## config.mk

```make
export PLATFORM = sky130hd
export DESIGN_NAME = cpsm_ctrl
export DESIGN_NICKNAME = d
export VERILOG_FILES = /design/src/hdl/cpsm_pkg.sv /design/src/hdl/cpsm_ctrl.sv
export SDC_FILE = /design/constraint.sdc
export NUM_CORES = 1
export LEC_CHECK = 0
export BUFFER_PORTS_ARGS = -buffer_cell sky130_fd_sc_hd__buf_2
export CAP_MARGIN = 10
export CELL_PAD_IN_SITES_DETAIL_PLACEMENT = 0
export CELL_PAD_IN_SITES_GLOBAL_PLACEMENT = 1
export CORE_AREA = 2 2 39 41
export CTS_CLUSTER_SIZE = 10
export DETAILED_ROUTE_END_ITERATION = 8
export DIE_AREA = 0 0 41 43
export GPL_ROUTABILITY_DRIVEN = 0
export PLACE_DENSITY_LB_ADDON = 0.1
export SLEW_MARGIN = 25
export SYNTH_ARGS = -nofsm -noshare
export SYNTH_HDL_FRONTEND = slang
export SYNTH_SLANG_ARGS = --single-unit
```

## constraint.sdc

```tcl
create_clock -name clock -period 1.1 [get_ports clock]
set_input_delay 0.165 -clock clock [delete_from_list [all_inputs] [get_ports clock]]
set_output_delay 0.165 -clock clock [all_outputs]
set_load 0.1 [all_outputs]
```

## src/hdl/cpsm_pkg.sv

```systemverilog
`timescale 1ns / 1ps
// ----------------------------------------------------------------------------
// CIDR port set match package
// Sizes, request and status codes, and the command and status groups that
// pass between the controller and the datapath.
// ----------------------------------------------------------------------------
package cpsm_pkg;

   localparam int MAX_ENTRIES      = 64;
   localparam int RANGES_PER_ENTRY = 8;

   localparam int ADDR_W   = 128;
   localparam int HALF_W   = 64;
   localparam int PREFIX_W = 8;
   localparam int PORT_W   = 16;
   localparam int REQ_W    = 2;
   localparam int STATUS_W = 2;

   localparam int ENTRY_AW = (MAX_ENTRIES > 1) ? $clog2(MAX_ENTRIES) : 1;
   localparam int COUNT_W  = $clog2(MAX_ENTRIES + 1);
   localparam int LANE_W   = (RANGES_PER_ENTRY > 1) ? $clog2(RANGES_PER_ENTRY) : 1;
   localparam int RANGE_W  = $clog2(RANGES_PER_ENTRY + 1);

   localparam logic [REQ_W-1:0] REQ_CLEAR  = 2'd0;
   localparam logic [REQ_W-1:0] REQ_ADD    = 2'd1;
   localparam logic [REQ_W-1:0] REQ_APPEND = 2'd2;
   localparam logic [REQ_W-1:0] REQ_LOOKUP = 2'd3;

   localparam logic [STATUS_W-1:0] STAT_OK         = 2'd0;
   localparam logic [STATUS_W-1:0] STAT_TABLE_FULL = 2'd1;
   localparam logic [STATUS_W-1:0] STAT_RANGE_FULL = 2'd2;
   localparam logic [STATUS_W-1:0] STAT_NO_ENTRY   = 2'd3;

   typedef struct packed {
      logic latch;
      logic exec;
      logic issue;
      logic load_rsp;
   } cpsm_cmd_type;

   typedef struct packed {
      logic is_lookup;
      logic walk_more;
   } cpsm_stat_type;

   // Leading prefix bits set; a prefix above the address width sets all bits.
   function automatic logic [ADDR_W-1:0] prefix_mask(input logic [PREFIX_W-1:0] plen);
      logic [ADDR_W-1:0] m;
      for (int i = 0; i < ADDR_W; i++) begin
         m[ADDR_W-1-i] = (PREFIX_W'(i) < plen);
      end
      return m;
   endfunction

endpackage

```

## src/hdl/cpsm_ctrl.sv

```systemverilog
`timescale 1ns / 1ps
// ----------------------------------------------------------------------------
// CIDR port set match controller
// Sequences request capture, execution, the entry walk and the response.
// ----------------------------------------------------------------------------
module cpsm_ctrl (
   input  logic                    clock,
   input  logic                    reset,
   input  logic                    req_valid,
   output logic                    req_ready,
   output logic                    rsp_valid,
   input  logic                    rsp_ready,
   input  cpsm_pkg::cpsm_stat_type stat,
   output cpsm_pkg::cpsm_cmd_type  cmd
);
   import cpsm_pkg::*;

   localparam logic [1:0] S_IDLE = 2'd0;
   localparam logic [1:0] S_EXEC = 2'd1;
   localparam logic [1:0] S_WALK = 2'd2;
   localparam logic [1:0] S_RESP = 2'd3;

   logic [1:0] state_ff, state_in;
   logic       rsp_valid_ff, rsp_valid_in;
   logic       slot_free;

   assign slot_free = !rsp_valid_ff || rsp_ready;

   always_comb begin
      state_in     = state_ff;
      cmd          = '0;
      req_ready    = 1'b0;
      rsp_valid_in = rsp_valid_ff && !rsp_ready;
      case (state_ff)
         S_IDLE: begin
            req_ready = 1'b1;
            if (req_valid) begin
               cmd.latch = 1'b1;
               state_in  = S_EXEC;
            end
         end
         S_EXEC: begin
            cmd.exec = 1'b1;
            state_in = stat.is_lookup ? S_WALK : S_RESP;
         end
         S_WALK: begin
            cmd.issue = stat.walk_more;
            if (!stat.walk_more) begin
               state_in = S_RESP;
            end
         end
         S_RESP: begin
            if (slot_free) begin
               cmd.load_rsp = 1'b1;
               rsp_valid_in = 1'b1;
               state_in     = S_IDLE;
            end
         end
         default: begin
            state_in = S_IDLE;
         end
      endcase
   end

   always_ff @(posedge clock) begin
      if (reset) begin
         state_ff     <= S_IDLE;
         rsp_valid_ff <= 1'b0;
      end else begin
         state_ff     <= state_in;
         rsp_valid_ff <= rsp_valid_in;
      end
   end

   assign rsp_valid = rsp_valid_ff;

endmodule

```

==> summary.md <==
| Metric | Value |
|---|---|
| Placed cell area | `485.5 um2` |
| CP Cell Sequence | `inv_4, ha_4, and2_4, buf_12` |
| Final setup vio count | `7` |
| Final Critical Period | `1.299 ns` |
| Final hold vios | `0` |
| Worst stage delay on the critical path | `0.39 ns` |
| Setup crit start | `state_ff[1]` |
| CTS root buf | `clkbuf_4` |
| Worst setup EP type | `output pin` |
| Worst-path clk slew | `0.03 ns` |
| Antenna violations before repair | `0` |
| Period utilization | `118.1%` |
| Initial Utilization | `18.26%` |
| Bufs and invs on worst path | `2` |
| Failing checks | `negative setup slack` |
| Syn Area/Cell | `9.721 um2` |
| Port Buffers | `11` |
| Crit path max-delay family | `flip-flops` |
| Starting DRT DRC Count | `4` |
| CTS Buf Count | `3` |
| Vias in the first global route | `284` |
| HPWL after detailed placement | `460.7 um` |
| Wirelength per Cell | `10.21 um` |
| Fin worst setup slack | `-0.1992 ns` |
| Setup Skew | `0.004519 ns` |
| Worst skew pair latency | `0.24 ns` |
| Die width | `41 um` |
| IO Pins | `12` |
| Crit path required time | `0.94 ns` |
| Antenna viol nets, final | `0` |
| Drt pass-1 iters | `3` |
| CTS tree | `yes` |
| GRT Total Usage | `10.73%` |
| Largest net degree at the start of global routing | `5` |
| FF+latch count, synth | `3` |
| Mapped Cells | `26` |
| Synth top area cells | `dfxtp_1 24%, ha_1 20%, nand3b_4 7.9%` |
| Transition time of the tightest slew-check pin | `0.2549 ns` |
| DR vias | `259` |
| RR Startpoint | `state_ff[1]` |
| Synth-to-Final Area Change | `133.2%` |
| Status | `complete, but fails checks` |
| Share of layout cells above drive strength 1 | `82.61%` |
| First-pass GRT wire length | `1186 um` |
| Crit path arrival time | `1.13 ns` |
| Num rows | `14` |
| Synthesized cell area | `252.7 um2` |
| Syn_nets | `36` |
| CP max-delay cell | `dfxtp_4` |
| Ys Warns | `0` |
| Most frequent cell after synthesis | `ha_1` |
| Top-area cell type share of the netlist area | `23.76%` |
| Max-slew violation count | `0` |
| Maxcap violations | `0` |
| Vias/cell | `4.177` |
| Max Buffers Root-to-Sink | `2` |
| Reg2Reg Depth | `6` |
| Relative slew margins | `82.97%` |
| F_max | `0.7697 GHz` |
| Min-delay worst type | `in2reg` |
| Drt drc | `0` |
| Total stage count of the critical path | `4` |
| Post-synthesis sequential area ratio | `23.76%` |
| Crit start category | `register` |
| DIE HEIGHT | `43 um` |
| Core Region | `1384 um2` |
| # clock sinks | `3` |
| Total gr overflow | `0` |
| CP endpoint | `cmd[3]` |
| Final Cell Area | `589.3 um2` |
| Die ar. | `1763 um2` |
| Most used flip-flop cell after synthesis | `dfxtp_1` |
| Worst R2R Setup Slack | `-0.09 ns` |
| Final #Nets | `57` |
| H-tree levels | `1` |
| Critical setup path kind | `reg2out` |
| Post-synth cell types | `17` |
| Worst slack at placement | `-0.08515 ns` |
| Commonest cells post-synth | `4 x ha_1, 3 x dfxtp_1, 3 x inv_1` |
| Post-synth EDFFs | `0` |
| Ant diodes | `0` |
| Final WL | `633 um` |
| Yosys top cell by area | `dfxtp_1` |
| Async SR Flop Fraction | `0%` |
| Fillers | `138` |
| Unrepaired setup endpoints after global routing | `yes` |
| Reg-to-Reg End | `state_ff[0]` |
| Worst Path Max Fanout | `4` |
[worst min-delay path by stage]
stage | startpoint | endpoint | slack [ns] | depth (start not counted)
5_1_grt | reset | state_ff[1] | 0.12 | 2
2_1_floorplan | reset | state_ff[0] | 0.22 | 1
3_3_place_gp | reset | state_ff[0] | 0.36 | 2
3_5_place_dp | reset | state_ff[0] | 0.36 | 2
6_report | reset | state_ff[1] | 0.12 | 2
4_1_cts | reset | rsp_valid | 0.11 | 2
[layer usage]
layer / track usage (%) / routed length [um]
met5: 0 / 0
met4: 6.000 / 14
met3: 8.377 / 77
met2: 13.75 / 280
met1: 12.18 / 261
[sequential cells by signal, indices dropped and copies added, names as in the netlist]
register / count
rsp_valid: 1
state_ff: 2
[worst reg2reg max path: stages (launching register included)]
cell and delay [ns]:
dfxtp_4 0.39, inv_4 0.06, ha_4 0.15, buf_4 0.14, nand2b_4 0.08, and3_4 0.18
a311oi_2 0.07
[metrics by stage]
stage,util (%),cells,setup TNS (ns),hold slack [ns]
after detailed placement,35.08,55,-0.2377,0.3571
after global routing,42.59,62,-1.445,0.1230
after floorplan,-,26,-0.9103,0.2236
final,42.59,62,-1.114,0.1175
after global placement,35.08,55,-0.1949,0.3560
after CTS,42.31,62,-1.186,0.1114
[layout by cell type, fill, tap and decap left out]
cell type   instances
clkbuf_4            3
ha_4                4
nand4_1             1
and2_4              1
nor2b_4             1
dfxtp_4             3
a21oi_2             1
nand2b_4            1
a31o_1              1
a31oi_2             1
and3_4              1
nand3b_4            1
buf_12              7
buf_4               4
nand2_4             1
clkinvlp_4          1
nand3b_1            1
clkbuf_1            1
inv_4               2
nor2_1              2
a311oi_2            1
nor2b_1             1
buf_2               5
a21oi_1             1
[timing repair]
action	4_1_cts	5_1_grt
hold endpoints to repair	0	0
pin swaps	6	3
setup endpoints to repair	7	7
hold buffers	0	0
resized for setup	7	1
buffers inserted	3	0
[final cells by class]
| cell class | count | area [um2] | share of cell area [%] |
|---|---|---|---|
| Multi-Input combinational cell | 20 | 256.5 | 43.52 |
| Timing Repair Buffer | 16 | 195.2 | 33.12 |
| Sequential cell | 3 | 71.32 | 12.10 |
| Clock buffer | 4 | 26.28 | 4.459 |
| Inverter | 3 | 20.02 | 3.397 |
| Tap cell | 16 | 20.02 | 3.397 |
[cells by family (layout without fill, tap and decap cells)]
group	after synthesis	count (layout)	share of synthesized area [%]
AND/OR/NAND/NOR	11	11	36.14
adder cells (fa/ha/maj)	4	4	19.80
buffers and inverters	3	23	4.455
flip-flops	3	3	23.76
AO/OA/AOI/OAI	5	5	15.84
Power is left out: the tool's default activity adds up to more than one toggle a clock period on the data nets, which glitch-free logic cannot reach.
